==> src/rtl/cfr_pkg.sv <==
package cfr_pkg;

  localparam logic [7:0] START_BYTE = 8'h01;
  localparam logic [7:0] END_BYTE   = 8'h04;

  // Number of frame bytes that are not payload: start, id, command, length,
  // checksum high, checksum low, end.
  localparam int unsigned FRAME_OVERHEAD = 7;

  localparam logic [2:0] STATUS_GOOD       = 3'd0;
  localparam logic [2:0] STATUS_BAD_START  = 3'd1;
  localparam logic [2:0] STATUS_TOO_LONG   = 3'd2;
  localparam logic [2:0] STATUS_BAD_CHKSUM = 3'd3;
  localparam logic [2:0] STATUS_BAD_END    = 3'd4;

  // Decision of the parser for the byte now at the input.
  typedef struct packed {
    logic       needs_out;    // this position may give a result
    logic       emit;         // byte gives one result right away
    logic [2:0] status;
    logic [7:0] frame_id;
    logic [7:0] command;
    logic       drain_start;  // good frame with payload: read out the store
    logic [7:0] drain_len;
    logic       store_we;     // byte is a payload byte
    logic [7:0] store_slot;
    logic [7:0] store_data;
  } parse_t;

endpackage

==> src/rtl/cfr_parser.sv <==
module cfr_parser #(
  parameter int unsigned BUFFER_BYTES = 64
) (
  input  logic            clk,
  input  logic            rst,
  input  logic            accept,
  input  logic [7:0]      rx_byte,
  output cfr_pkg::parse_t p
);

  localparam int unsigned PW = $clog2(BUFFER_BYTES);
  localparam int unsigned CW = ((PW > 8) ? PW : 8) + 2;

  logic [PW-1:0] frame_position;
  logic [PW-1:0] frame_position_next;
  logic [7:0]    held_id;
  logic [7:0]    held_command;
  logic [7:0]    held_length;
  logic [15:0]   running_sum;
  logic [15:0]   running_sum_next;
  logic [7:0]    checksum_high;

  logic [CW-1:0] pos_x;
  logic [CW-1:0] len_x;
  logic          hunting;
  logic          in_header;
  logic          too_long;
  logic          in_payload;
  logic          at_chk_high;
  logic          at_chk_low;
  logic          at_end;

  always_comb begin
    pos_x       = CW'(frame_position);
    len_x       = CW'(held_length);
    hunting     = (frame_position == '0);
    in_header   = !hunting && (pos_x < CW'(4));
    too_long    = !hunting && !in_header &&
                  ((len_x + CW'(cfr_pkg::FRAME_OVERHEAD)) > CW'(BUFFER_BYTES));
    in_payload  = !hunting && !in_header && !too_long && (pos_x < (len_x + CW'(4)));
    at_chk_high = !hunting && !in_header && !too_long && (pos_x == (len_x + CW'(4)));
    at_chk_low  = !hunting && !in_header && !too_long && (pos_x == (len_x + CW'(5)));
    at_end      = !hunting && !in_header && !too_long && !in_payload &&
                  !at_chk_high && !at_chk_low;
  end

  always_comb begin
    frame_position_next = frame_position + PW'(1);
    running_sum_next    = running_sum + 16'(rx_byte);

    p             = '0;
    p.needs_out   = hunting || too_long || at_chk_low || at_end;
    p.store_we    = in_payload;
    p.store_slot  = 8'(pos_x - CW'(4));
    p.store_data  = rx_byte;
    p.drain_len   = held_length;
    p.frame_id    = '0;
    p.command     = '0;
    p.status      = cfr_pkg::STATUS_GOOD;

    if (hunting) begin
      if (rx_byte != cfr_pkg::START_BYTE) begin
        p.emit              = 1'b1;
        p.status            = cfr_pkg::STATUS_BAD_START;
        frame_position_next = '0;
      end
    end else if (too_long) begin
      p.emit              = 1'b1;
      p.status            = cfr_pkg::STATUS_TOO_LONG;
      frame_position_next = '0;
    end else if (at_chk_low) begin
      if ({checksum_high, rx_byte} != running_sum) begin
        p.emit              = 1'b1;
        p.status            = cfr_pkg::STATUS_BAD_CHKSUM;
        frame_position_next = '0;
      end
    end else if (at_end) begin
      frame_position_next = '0;
      if (rx_byte != cfr_pkg::END_BYTE) begin
        p.emit   = 1'b1;
        p.status = cfr_pkg::STATUS_BAD_END;
      end else begin
        p.frame_id = held_id;
        p.command  = held_command;
        if (held_length == '0) begin
          p.emit = 1'b1;
        end else begin
          p.drain_start = 1'b1;
        end
      end
    end
  end

  always_ff @(posedge clk) begin
    if (rst) begin
      frame_position <= '0;
      held_id        <= '0;
      held_command   <= '0;
      held_length    <= '0;
      running_sum    <= '0;
      checksum_high  <= '0;
    end else if (accept) begin
      frame_position <= frame_position_next;
      if (hunting) begin
        running_sum <= '0;
      end
      if (in_header || in_payload) begin
        running_sum <= running_sum_next;
      end
      if (in_header && (pos_x == CW'(1))) begin
        held_id <= rx_byte;
      end
      if (in_header && (pos_x == CW'(2))) begin
        held_command <= rx_byte;
      end
      if (in_header && (pos_x == CW'(3))) begin
        held_length <= rx_byte;
      end
      if (at_chk_high) begin
        checksum_high <= rx_byte;
      end
    end
  end

endmodule

==> src/rtl/cfr_emitter.sv <==
module cfr_emitter #(
  parameter int unsigned BUFFER_BYTES = 64
) (
  input  logic            clk,
  input  logic            rst,
  input  logic            accept,
  input  cfr_pkg::parse_t p,
  input  logic            out_stall,
  output logic            out_valid,
  output logic            drain_busy,
  output logic [2:0]      status,
  output logic [7:0]      frame_id,
  output logic [7:0]      command,
  output logic [5:0]      payload_length,
  output logic [7:0]      payload_byte,
  output logic [5:0]      byte_index,
  output logic            last
);

  localparam int unsigned DEPTH = BUFFER_BYTES - cfr_pkg::FRAME_OVERHEAD;
  localparam int unsigned SW    = (DEPTH > 1) ? $clog2(DEPTH) : 1;

  logic [7:0]    payload_store [DEPTH];
  logic [SW-1:0] drain_idx;
  logic [7:0]    drain_len;
  logic [7:0]    drain_id;
  logic [7:0]    drain_cmd;
  logic          load;
  logic          drain_last;

  assign load       = !out_valid || !out_stall;
  assign drain_last = ((8'(drain_idx) + 8'd1) == drain_len);

  // Payload write port.
  always_ff @(posedge clk) begin
    if (accept && p.store_we) begin
      payload_store[p.store_slot[SW-1:0]] <= p.store_data;
    end
  end

  // Control: result valid and drain sequencing.
  always_ff @(posedge clk) begin
    if (rst) begin
      out_valid  <= 1'b0;
      drain_busy <= 1'b0;
    end else begin
      if (load) begin
        if (drain_busy) begin
          out_valid <= 1'b1;
          if (drain_last) begin
            drain_busy <= 1'b0;
          end
        end else begin
          out_valid <= accept && p.emit;
        end
      end
      if (accept && p.drain_start) begin
        drain_busy <= 1'b1;
      end
    end
  end

  // Result payload and registered store read.
  always_ff @(posedge clk) begin
    if (load && drain_busy) begin
      status         <= cfr_pkg::STATUS_GOOD;
      frame_id       <= drain_id;
      command        <= drain_cmd;
      payload_length <= drain_len[5:0];
      payload_byte   <= payload_store[drain_idx];
      byte_index     <= 6'(drain_idx);
      last           <= drain_last;
      drain_idx      <= drain_idx + SW'(1);
    end else if (load && accept && p.emit) begin
      status         <= p.status;
      frame_id       <= p.frame_id;
      command        <= p.command;
      payload_length <= '0;
      payload_byte   <= '0;
      byte_index     <= '0;
      last           <= 1'b1;
    end
    if (accept && p.drain_start) begin
      drain_idx <= '0;
      drain_len <= p.drain_len;
      drain_id  <= p.frame_id;
      drain_cmd <= p.command;
    end
  end

endmodule

==> src/rtl/command_frame_receiver_unit.sv <==
// Command frame receiver. Takes one received serial byte per request and
// recognizes frames of the form 0x01, id, command, length, payload, checksum
// high, checksum low, 0x04, where the checksum is the wrapping 16-bit sum of
// id, command, length and payload. A good frame delivers one result request
// per payload byte (or one when the payload is empty); any error delivers a
// single status request with last set and the receiver goes back to hunting
// for a start byte. A byte is taken in every cycle while results flow. A good
// frame with N payload bytes delivers its N results in turn from the single
// read port of the payload store; while that readout runs, the start byte of
// the next frame waits, so input resumes in the cycle after the last payload
// result is loaded. A byte that can give a result also waits while the output
// register holds a stalled result. The payload store holds
// BUFFER_BYTES - 7 bytes; a frame whose length does not fit is rejected on
// the byte after the length byte.
module command_frame_receiver_unit #(
  parameter int unsigned BUFFER_BYTES = 64
) (
  input  logic       clk,
  input  logic       rst,
  input  logic       in_valid,
  output logic       in_stall,
  input  logic [7:0] rx_byte,
  output logic       out_valid,
  input  logic       out_stall,
  output logic [2:0] status,
  output logic [7:0] frame_id,
  output logic [7:0] command,
  output logic [5:0] payload_length,
  output logic [7:0] payload_byte,
  output logic [5:0] byte_index,
  output logic       last
);

  cfr_pkg::parse_t p;
  logic            in_accept;
  logic            drain_busy;

  // Hold the byte when it could collide with the store readout or would
  // overwrite a result that is still waiting downstream.
  assign in_stall  = (drain_busy && (p.needs_out || p.store_we)) ||
                     (out_valid && out_stall && p.needs_out);
  assign in_accept = in_valid && !in_stall;

  // Frame tracking: position, header fields, running sum.
  cfr_parser #(
    .BUFFER_BYTES(BUFFER_BYTES)
  ) u_parser (
    .clk     (clk),
    .rst     (rst),
    .accept  (in_accept),
    .rx_byte (rx_byte),
    .p       (p)
  );

  // Payload store, readout sequencer and output register.
  cfr_emitter #(
    .BUFFER_BYTES(BUFFER_BYTES)
  ) u_emitter (
    .clk            (clk),
    .rst            (rst),
    .accept         (in_accept),
    .p              (p),
    .out_stall      (out_stall),
    .out_valid      (out_valid),
    .drain_busy     (drain_busy),
    .status         (status),
    .frame_id       (frame_id),
    .command        (command),
    .payload_length (payload_length),
    .payload_byte   (payload_byte),
    .byte_index     (byte_index),
    .last           (last)
  );

  // A direct result never lands on top of a stalled result.
  a_no_overwrite: assert property (@(posedge clk) disable iff (rst)
    (in_accept && p.emit) |-> !(out_valid && out_stall))
    else $error("direct result overwrites a waiting result");

  // No byte that gives a direct result, starts a readout or writes the store is taken during a running readout.
  a_no_emit_in_drain: assert property (@(posedge clk) disable iff (rst)
    (in_accept && (p.emit || p.drain_start || p.store_we)) |-> !drain_busy)
    else $error("input byte taken during payload readout");

  // Error results are always single and final.
  a_error_last: assert property (@(posedge clk) disable iff (rst)
    (out_valid && (status != cfr_pkg::STATUS_GOOD)) |-> last)
    else $error("error result without last");

  // A started readout shows up as busy in the next cycle.
  a_drain_starts: assert property (@(posedge clk) disable iff (rst)
    (in_accept && p.drain_start) |=> drain_busy)
    else $error("payload readout did not start");

endmodule

==> config.mk <==
export PLATFORM = sky130hd
export DESIGN_NAME = command_frame_receiver_unit
export DESIGN_NICKNAME = d
export VERILOG_FILES = /design/src/rtl/cfr_pkg.sv /design/src/rtl/cfr_parser.sv /design/src/rtl/cfr_emitter.sv /design/src/rtl/command_frame_receiver_unit.sv
export SDC_FILE = /design/constraint.sdc
export NUM_CORES = 1
export LEC_CHECK = 0
export BUFFER_PORTS_ARGS = -buffer_cell sky130_fd_sc_hd__buf_2
export CAP_MARGIN = 20
export CORE_ASPECT_RATIO = 1.1
export CORE_UTILIZATION = 55
export CTS_CLUSTER_SIZE = 10
export DETAILED_ROUTE_END_ITERATION = 12
export PLACE_DENSITY = 0.74
export SETUP_SLACK_MARGIN = 0.4
export SYNTH_ARGS = -nofsm -noshare
export SYNTH_HDL_FRONTEND = slang
export SYNTH_SLANG_ARGS = --single-unit
==> constraint.sdc <==
create_clock -name clk -period 6.4 [get_ports clk]
set_input_delay 1.28 -clock clk [delete_from_list [all_inputs] [get_ports clk]]
set_output_delay 1.28 -clock clk [all_outputs]
set_load 0.05 [all_outputs]
Word-level counts from Yosys, hierarchy flattened
Memories as Yosys holds them, arrays and structs flattened. A register that Yosys moved wholly into a read port is not among the register bits.
Cells that the tools add are included.

storage, ports and cells
  output and inout port bits = 42
  memories kept = 1
  bits in registers = 126
  word-level logic and storage cells = 131
  bits in writable memories = 456
  bits of input ports = 12

memory list
  name                     depth  bits a word  rd ports  clocked after memory_dff  wr ports  RTL line           source
  u_emitter.payload_store  57     8            1         1                         1         cfr_emitter.sv:23  logic [7:0] payload_store [DEPTH];

operators by class
  reductions and logical operators = 49
  order comparisons = 3
  $add $sub $neg = 8
  multiplexer cells = 42
  equality and inequality tests = 9

operator list
  operator                                                                          number
  17-bit 2-to-1 mux                                                                 4
  6-bit 2-to-1 mux                                                                  11
  8-bit 2-to-1 mux                                                                  6
  16-bit 2-to-1 mux                                                                 2
  8-bit by 3-bit adder with 9-bit output, second input constant                     3
  1-bit logical AND                                                                 23
  21-bit 2-to-1 mux                                                                 1
  6-bit by 10-bit equality test with 1-bit output                                   2
  4-bit 2-to-1 mux                                                                  5
  16-bit by 8-bit adder with 16-bit output                                          1
  16-bit inequality test                                                            1
  6-bit by 1-bit adder with 6-bit output, second input constant                     2
  6-bit by 2-bit equality test with 1-bit output, second input constant             2
  1-bit 2-to-1 mux                                                                  12
  10-bit by 7-bit greater-than comparator with 1-bit output, second input constant  1
  6-bit by 10-bit less-than comparator with 1-bit output                            1
  2-bit AND reduction                                                               5
  1-bit zero test                                                                   9
  8-bit equality test                                                               1
  8-bit zero test                                                                   1
  8-bit by 1-bit inequality test with 1-bit output, second input constant           1
  8-bit by 3-bit inequality test with 1-bit output, second input constant           1
  6-bit by 1-bit adder with 7-bit output, second input constant                     1
  1-bit logical OR                                                                  7
  6 further kinds                                                                   8

Longest topological paths before layout
Gate-level depths: netlist (run 1).

  word-level depth = 23
  depth in mapped cells = 14
  gate-level depth less buffers = 11

Modules after synthesis
Synthesis (run 1) repeated with hierarchy kept, for this count alone.

second synthesis, totals
  cell total of the unflattened synthesis = 1539
  area total of the unflattened synthesis = 24541.0 µm²

modules (own cells, without submodules)
  module                       sequential area each (µm²)  times used  cells each  area an instance (µm²)
  cfr_emitter                  15865.2                     1           1074        20805.0
  cfr_parser                   1081.0                      1           461         3714.8
  command_frame_receiver_unit  0.0                         1           4           21.3

Worst setup path after synthesis (run 1)
Ideal clock, no wire load.

  path kind = register to register
  from = register u_parser.held_length[2]
  to = register u_emitter.byte_index[0], enable pin
  setup time = 483 ps
  period minus slack after synthesis = 6124 ps
  path slack = 276 ps
  stages on the path, launching flop included = 12
  required time = 5917 ps
  arrival = 5641 ps
  buffers on the path = 2
  cell sequence = dfxtp_1 > clkbuf_1 > inv_1 > ha_1 > or3_1 > a211o_1 > a221oi_2 > o21ai_2 > o311ai_1 > clkbuf_1 > nand3_1 > o21ai_0

on the way
  longest elaborated chain between the ends = 19
  elaborated cells between the ends (all ways) = 38
  those cells by class = 3 x add/sub; 2 x order compare; 2 x eq/ne; 6 x mux; 25 x reduce/logical

RTL lines
  item                                                       RTL line                           source
  start: declaration                                         cfr_parser.sv:18                   logic [7:0] held_length;
  start signal: assignment                                   cfr_parser.sv:117                  held_length <= rx_byte;
  8-bit by 3-bit adder with 9-bit output                     cfr_parser.sv:39                   ((len_x + CW'(cfr_pkg::FRAME_OVERHEAD)) > CW'(BUFFER_BYTES));
  10-bit by 7-bit greater-than comparator with 1-bit output  cfr_parser.sv:39
  1-bit logical AND                                          cfr_parser.sv:38                   too_long = !hunting && !in_header &&
  1-bit zero test                                            -
  1-bit logical AND                                          -
  1-bit logical AND                                          cfr_parser.sv:40                   in_payload = !hunting && !in_header && !too_long && (pos_x < (len_x + CW'(4)));
  1-bit zero test                                            cfr_parser.sv:43                   at_end = !hunting && !in_header && !too_long && !in_payload &&
  1-bit logical AND (2 in a row)                             cfr_parser.sv:43
  [... 2 more ...]                                           -
  1-bit logical OR                                           command_frame_receiver_unit.sv:40  assign in_stall = (drain_busy && (p.needs_out || p.store_we)) ||
  1-bit logical AND                                          command_frame_receiver_unit.sv:40
  1-bit logical OR                                           command_frame_receiver_unit.sv:40
  1-bit zero test                                            command_frame_receiver_unit.sv:42  assign in_accept = in_valid && !in_stall;
  1-bit logical AND                                          command_frame_receiver_unit.sv:42
  1-bit logical AND                                          cfr_emitter.sv:74                  end else if (load && accept && p.emit) begin
  1-bit logical AND (*)                                      cfr_emitter.sv:74
  2-bit nonzero test (no source line) (*)                    -
  end signal: assignment                                     cfr_emitter.sv:71                  byte_index <= 6'(drain_idx);
  end: declaration                                           cfr_emitter.sv:16                  output logic [5:0] byte_index,

Every way passes the cells marked *; elsewhere a longest branch is shown, timed or not.
A chain may end at the register's enable or synchronous reset.

Final worst setup path (run 1)
  from = register u_parser.held_length[2]
  to = memory u_emitter.payload_store[33][5], enable pin

on the way
  longest elaborated chain between the ends = 19
  elaborated cells between the ends (all ways) = 31
  those cells by class = 3 x add/sub; 2 x order compare; 2 x eq/ne; 2 x mux; 22 x reduce/logical

RTL lines
  item                                                       RTL line                           source
  8-bit by 3-bit adder with 9-bit output                     cfr_parser.sv:39
  10-bit by 7-bit greater-than comparator with 1-bit output  cfr_parser.sv:39
  1-bit logical AND                                          cfr_parser.sv:38
  1-bit zero test                                            -
  1-bit logical AND                                          -
  1-bit logical AND                                          cfr_parser.sv:40
  1-bit zero test                                            cfr_parser.sv:43
  1-bit logical AND (2 in a row)                             cfr_parser.sv:43
  [... 2 more ...]                                           -
  1-bit logical OR                                           command_frame_receiver_unit.sv:40
  1-bit logical AND                                          command_frame_receiver_unit.sv:40
  1-bit logical OR                                           command_frame_receiver_unit.sv:40
  1-bit zero test                                            command_frame_receiver_unit.sv:42
  1-bit logical AND                                          command_frame_receiver_unit.sv:42
  1-bit logical AND (*)                                      cfr_emitter.sv:36                  if (accept && p.store_we) begin
  1-bit 2-to-1 mux (*)                                       cfr_emitter.sv:36
  1-bit 2-to-1 mux (implied by the code) (*)                 cfr_emitter.sv:37                  payload_store[p.store_slot[SW-1:0]] <= p.store_data;
  end: declaration                                           cfr_emitter.sv:23

Marked as above.

==> results.json, run 1 <==
{
  "status": "complete, no violations",
  "yosysTopAreaCellShare_pct": 62.73,
  "syn_area_per_cell_sq_um": 17.06,
  "path_delay_family": "simple AND/OR/NAND/NOR gates",
  "cts_inserted_buffers": 69,
  "worst_ep_required_time_ns": 6.58,
  "crit_type": "flip-flop to flip-flop",
  "io_buffers": 53,
  "htreeDepth": 3,
  "cts_tree": "built",
  "synth.area.top_cells": "edfxtp_1 (63%), mux4_2 (12%), dfxtp_1 (5.7%)",
  "track_usage_pct": 26.86,
  "cp-end-kind": "flip-flop",
  "area_growth_pct": 12.85,
  "pwr-share-clk_pct": 43.8,
  "cap_violations": 0,
  "overflow": 0,
  "hpwl_mm": 36.23,
  "clk_latency_ns": 0.59,
  "fp.dieW_um": 204.3,
  "seqPwrFrac_pct": 52.8,
  "cp_num_buf_inv": 1,
  "fin_crit_sh_pct": 83.48,
  "grt_pass1_wl_mm": 89.70,
  "drt_iter0_drc": 1607,
  "cts-root-buf": "clkbuf_16",
  "wl_mm": 60.17,
  "diodes": 0,
  "ctsResizeCount": 0,
  "setup_viol_count_final": 0,
  "whs_ns": 0.4837,
  "drc": 0,
  "ir_drop_v": 0.0001727,
  "powerDensity_nw_per_um2": 284.7,
  "numClockSinks": 588,
  "ys_seq_area_share_pct": 68.47,
  "n_fill_cell": 3094,
  "io_pins": 54,
  "final_hold_viol_count": 0,
  "slowest_stage": "nor3_1",
  "start_util_pct": 55.76,
  "max_slew_margin_pct": 26.81,
  "leakage_nw": 8.975,
  "vias": 14286,
  "synthArstFlopShare_pct": 0,
  "core_area_sq_um": 44390,
  "detail_route.wl_per_cell_um": 27.74,
  "rows": 81,
  "hold_path.class": "flip-flop to flip-flop",
  "viasPerCell": 6.586,
  "synthCells": 1451,
  "grt_max_degree": 74,
  "max_freq_ghz": 0.1872,
  "synth_commonest_cells": "edfxtp_1 (517), mux4_2 (136), clkbuf_1 (71), dfxtp_1 (71), nand2_1 (49)",
  "synth.net_count": 1492,
  "post-synth-top-count-cell": "edfxtp_1",
  "synth_area_sq_um": 24750,
  "sw_frac_of_total_pct": 20.98,
  "max_stage_delay_ns": 1.00,
  "dieArea_sq_um": 45850,
  "yosys.cell_types.count": 66,
  "ys_ff_latch": 588,
  "p_int_mw": 6.283,
  "ctsHoldBuffers": 0,
  "antenna_found_initial": 0,
  "cts_buffer_depth": 3,
  "path_cells": "inv_1 -> ha_1 -> or3_1 -> a211o_1 -> a221oi_2 -> o21ai_2 -> o311a_1 -> or4_4 -> nor3_1",
  "synthFlopType": "edfxtp_1",
  "period_needed_ns": 5.343,
  "arrival_ns": 5.53,
  "place.gp.congestion": 0.9021,
  "ys_warn_count": 0,
  "drtPass1Iterations": 7,
  "drtAntennaViolNets": 0,
  "postCtsSetupBuffers": 0,
  "dieHeight_um": 224.5,
  "clk_pin_slew_ns": 0.06,
  "setup_tns_ns": 0,
  "power_switching_mw": 1.669,
  "worst_pin_slew_ns": 1.089,
  "p_comb_share_pct": 3.4,
  "start_kind": "flip-flop",
  "cp_max_fo": 57,
  "rsz0062_at_grt": "no",
  "clock_skew_ns": 0.02865,
  "maxSlewViolCount": 0,
  "drive_gt1_share_pct": 23.74,
  "synth_top_cell_by_area": "edfxtp_1",
  "grt_pass1_vias": 14267,
  "synth_edf_count": 517,
  "nets": 1597
}
## state kept, by name (all words and copies together) (netlist names), 3 cells and up, named ones only
signal                    count
u_emitter.command             8
u_emitter.payload_store     456
u_parser.checksum_high        8
u_parser.running_sum         16
u_emitter.drain_idx           6
u_parser.held_id              8
u_emitter.payload_byte        8
u_emitter.byte_index          6
u_parser.frame_position       6
u_emitter.frame_id            8
u_parser.held_command         8
u_emitter.payload_length      6
u_emitter.status              3
u_emitter.drain_cmd           8
u_parser.held_length          8
u_emitter.drain_id            8
u_emitter.drain_len           8
## routing by layer
layer / share of wire, % / vias up / track usage (%)
li1: - / 6089 / -
met1: 39 / 7262 / 36.17
met2: 50 / 798 / 43.93
met3: 8.2 / 137 / 4.231
met4: 3.5 / 0 / 10.98
met5: 0 / - / 0
## layout by cell type, fill, tap and decap left out, drive strengths merged, types with 19 or more instances in the layout
master | netlist | layout
dfxtp | 71 | 71
nand3 | 24 | 24
nor4 | 34 | 34
buf | 21 | 122
nor3 | 40 | 40
o21ai | 22 | 22
nand4 | 23 | 23
and2 | 25 | 25
clkbuf | 71 | 101
mux4 | 136 | 136
ha | 28 | 28
nand2 | 49 | 49
mux2i | 48 | 48
edfxtp | 517 | 517
and3 | 19 | 19
a21oi | 38 | 38
nand2b | 30 | 30
nor2b | 21 | 21
nor2 | 38 | 38
## cell families (layout without fill, tap and decap cells)
kind of cell | after synthesis | in the layout | share of synthesized area (%)
flops | 588 | 588 | 68.47
simple gates | 329 | 329 | 7.300
xor+xnor | 36 | 36 | 1.274
compound gates | 158 | 158 | 4.519
mux | 201 | 201 | 15.09
fa+ha+maj | 29 | 29 | 1.496
buf+inv | 110 | 247 | 1.850
## power groups by stage
| stage | registers [mW] | clock network, mW | logic (mW) |
|---|---|---|---|
| global placement | 4.28 | 0 | 0.257 |
| finish | 4.20 | 3.48 | 0.271 |
| detailed placement | 4.28 | 0 | 0.262 |
| CTS | 4.20 | 3.52 | 0.264 |
| global route | 4.20 | 3.67 | 0.285 |
| floorplan | 4.34 | 0 | 0.0777 |
## metrics by stage
step	utilization [%]	worst slack (ns)	area, sq um	cells	total power [mW]
2_1_floorplan	-	1.256	24750	1451	4.420
3_3_place_gp	58.22	1.359	25850	2052	4.534
3_5_place_dp	58.22	1.157	25850	2052	4.540
4_1_cts	62.61	1.129	27790	2155	7.984
5_1_grt	62.92	0.8846	27930	2169	8.151
6_report	62.92	1.057	27930	2169	7.951
## tightest hold or removal path: stages (launching register included)
cell and delay (ns):
dfxtp_1 0.31, o31ai_1 0.06, a21oi_1 0.06
## path summary, 6_finish.rpt
| check | endpoint | start | cells past startpoint | slack [ns] |
|---|---|---|---|---|
| worst max-delay path | u_emitter.payload_store[33][5] | u_parser.held_length[2] | 9 | 1.06 |
| worst min-delay path | u_parser.running_sum[0] | u_parser.running_sum[0] | 2 | 0.48 |
| worst min register to register | u_parser.running_sum[0] | u_parser.running_sum[0] | 2 | 0.48 |
| worst max register to register | u_emitter.payload_store[33][5] | u_parser.held_length[2] | 9 | 1.06 |
## layout make-up
class                      count  area (sq um)  area share [%]
multi-input combinational    753          7388           26.45
sequential                   588         16960           60.71
timing repair buffer         126         843.3           3.019
tap                          581         726.9           2.603
clock buffer                  97          1853           6.635
clock inverter                 6         95.09          0.3405
inverter                      18         67.56          0.2419
Power figures use the tool's default switching activity.
==> inputs of run 2 (changes only) <==
--- a/config.mk
+++ b/config.mk
@@ -11,7 +11,7 @@
 export CORE_UTILIZATION = 55
 export CTS_CLUSTER_SIZE = 10
 export DETAILED_ROUTE_END_ITERATION = 12
-export PLACE_DENSITY = 0.74
+export PLACE_DENSITY = 0.71
 export SETUP_SLACK_MARGIN = 0.4
 export SYNTH_ARGS = -nofsm -noshare
 export SYNTH_HDL_FRONTEND = slang
==> constraint.sdc (replaced) <==
create_clock -name clk -period 5.4 [get_ports clk]
set_input_delay 1.08 -clock clk [delete_from_list [all_inputs] [get_ports clk]]
set_output_delay 1.08 -clock clk [all_outputs]
set_load 0.05 [all_outputs]
==> run 2 against run 1 <==
Compared with the run above:
- cell count grew 1.1%
- design area grew 0.70%
- clock power is 19% higher
- critical path depth increased by 2
- largest power group unchanged
==> results.json, run 2 (same netlist as run 1, synthesis figures left out) <==
{
  "period_needed_ns": 4.685,
  "multi_input_area_sq_um": 7395,
  "worst_ep_required_time_ns": 4.32,
  "antenna_found_initial": 2,
  "whs_ns": 0.4748,
  "drt_iter0_drc": 1409,
  "drtPass1Iterations": 5,
  "place_area_sq_um": 26130,
  "cts_inserted_buffers": 69,
  "viasPerCell": 6.448,
  "drc": 0,
  "fin_util_pct": 63.36,
  "start_kind": "flip-flop",
  "rows": 81,
  "drtAntennaViolNets": 0,
  "layout.cells.most_common": "edfxtp_1",
  "grt_max_degree": 74,
  "cp_max_fo": 22,
  "grt_pass1_wl_mm": 88.09,
  "hold_path.class": "flip-flop to flip-flop",
  "final_hold_viol_count": 0,
  "setup_tns_ns": 0,
  "cts_tree": "built",
  "hpwl_mm": 35.68,
  "crit_type": "flip-flop to primary output",
  "area_growth_pct": 13.63,
  "max_slew_margin_pct": 29.26,
  "clock_skew_ns": 0.01952,
  "setup_viol_count_final": 0,
  "worst_pin_slew_ns": 1.040,
  "nets": 1621,
  "io_buffers": 53,
  "cap_violations": 0,
  "detail_route.wl_per_cell_um": 26.56,
  "vias": 14141,
  "final_cell_mix": "edfxtp_1 (517), mux4_2 (136), buf_4 (94)",
  "core_area_sq_um": 44390,
  "arrival_ns": 3.61,
  "max_freq_ghz": 0.2134,
  "io_pins": 54,
  "n_fill_cell": 3121,
  "cts_buffer_depth": 3,
  "grt_pass1_vias": 13954,
  "postCtsSetupBuffers": 0,
  "start_util_pct": 55.76,
  "leakage_nw": 9.111,
  "largest_reg_flops": 456,
  "dieArea_sq_um": 45850,
  "diodes": 0,
  "clk_pin_slew_ns": 0.05,
  "cts-root-buf": "clkbuf_16",
  "cp-end-kind": "primary output",
  "ir_drop_v": 0.0002290,
  "track_usage_pct": 26.24,
  "powerDensity_nw_per_um2": 334.9,
  "numClockSinks": 588,
  "maxSlewViolCount": 0,
  "fin_crit_sh_pct": 86.76,
  "overflow": 0,
  "htreeDepth": 3,
  "fp.dieW_um": 204.3,
  "clk_latency_ns": 0.60,
  "drive_gt1_share_pct": 25.12,
  "status": "complete, no violations",
  "place.gp.congestion": 0.9018,
  "wl_mm": 58.25,
  "fin_area_sq_um": 28120,
  "dieHeight_um": 224.5,
  "rsz0062_at_grt": "no",
  "register_area_sq_um": 16960
}
## run 2: layout make-up
class	count	area share, %
inverters	18	0.2402
flip-flops and latches	588	60.29
repair buffers	150	3.648
multi-input cells	753	26.29
clock inverters	6	0.2091
well taps	581	2.585
clock buffers	97	6.735
## run 2: layer usage
layer	vias up	share of wire [%]	wire, um	GRT usage, %
met5	-	0.022	13	0
met4	2	2.8	1602	9.052
met3	110	7.5	4346	3.912
met2	687	47	27610	40.55
met1	7229	42	24670	38.44
li1	6113	-	-	-
## run 2: metrics by stage
step,setup slack [ns],instances,total power [mW]
after global routing,0.4701,2193,9.649
after global placement,0.9600,2088,5.372
after detailed placement,0.8598,2088,5.379
after floorplan,0.8655,1451,5.238
final,0.7147,2193,9.418
after CTS,0.6148,2191,9.481
## run 2: worst paths after layout
path                                     to  cells past startpoint                     from  slack (ns)
max                                in_stall                     11  u_parser.held_length[3]        0.71
min                 u_parser.running_sum[0]                      2  u_parser.running_sum[0]        0.47
max reg2reg  u_emitter.payload_store[11][7]                     10  u_parser.held_length[2]        0.93
min reg2reg         u_parser.running_sum[0]                      2  u_parser.running_sum[0]        0.47
## run 2: what timing repair did
action                     CTS  global route
resized for setup            0             2
setup endpoints to repair    0             1
hold endpoints to repair     0             0
hold buffers                 0             0
## run 2: power breakdown
part	internal, mW	switching [mW]	leakage [nW]
clock network	2.42	1.71	0.946
logic	0.0626	0.252	2.89
registers	4.97	0.0108	5.28
total	7.45	1.97	9.11
## run 2: critical path, stage by stage, from the launching register on
cell and delay [ns]:
dfxtp_1 0.55, ha_2 0.37, xnor2_1 0.17, ha_1 0.28
a21oi_1 0.13, nor2b_1 0.07, o31ai_1 0.43, nor2_1 0.16
o211ai_1 0.22, buf_4 0.32, nand2_1 0.08, buf_2 0.22
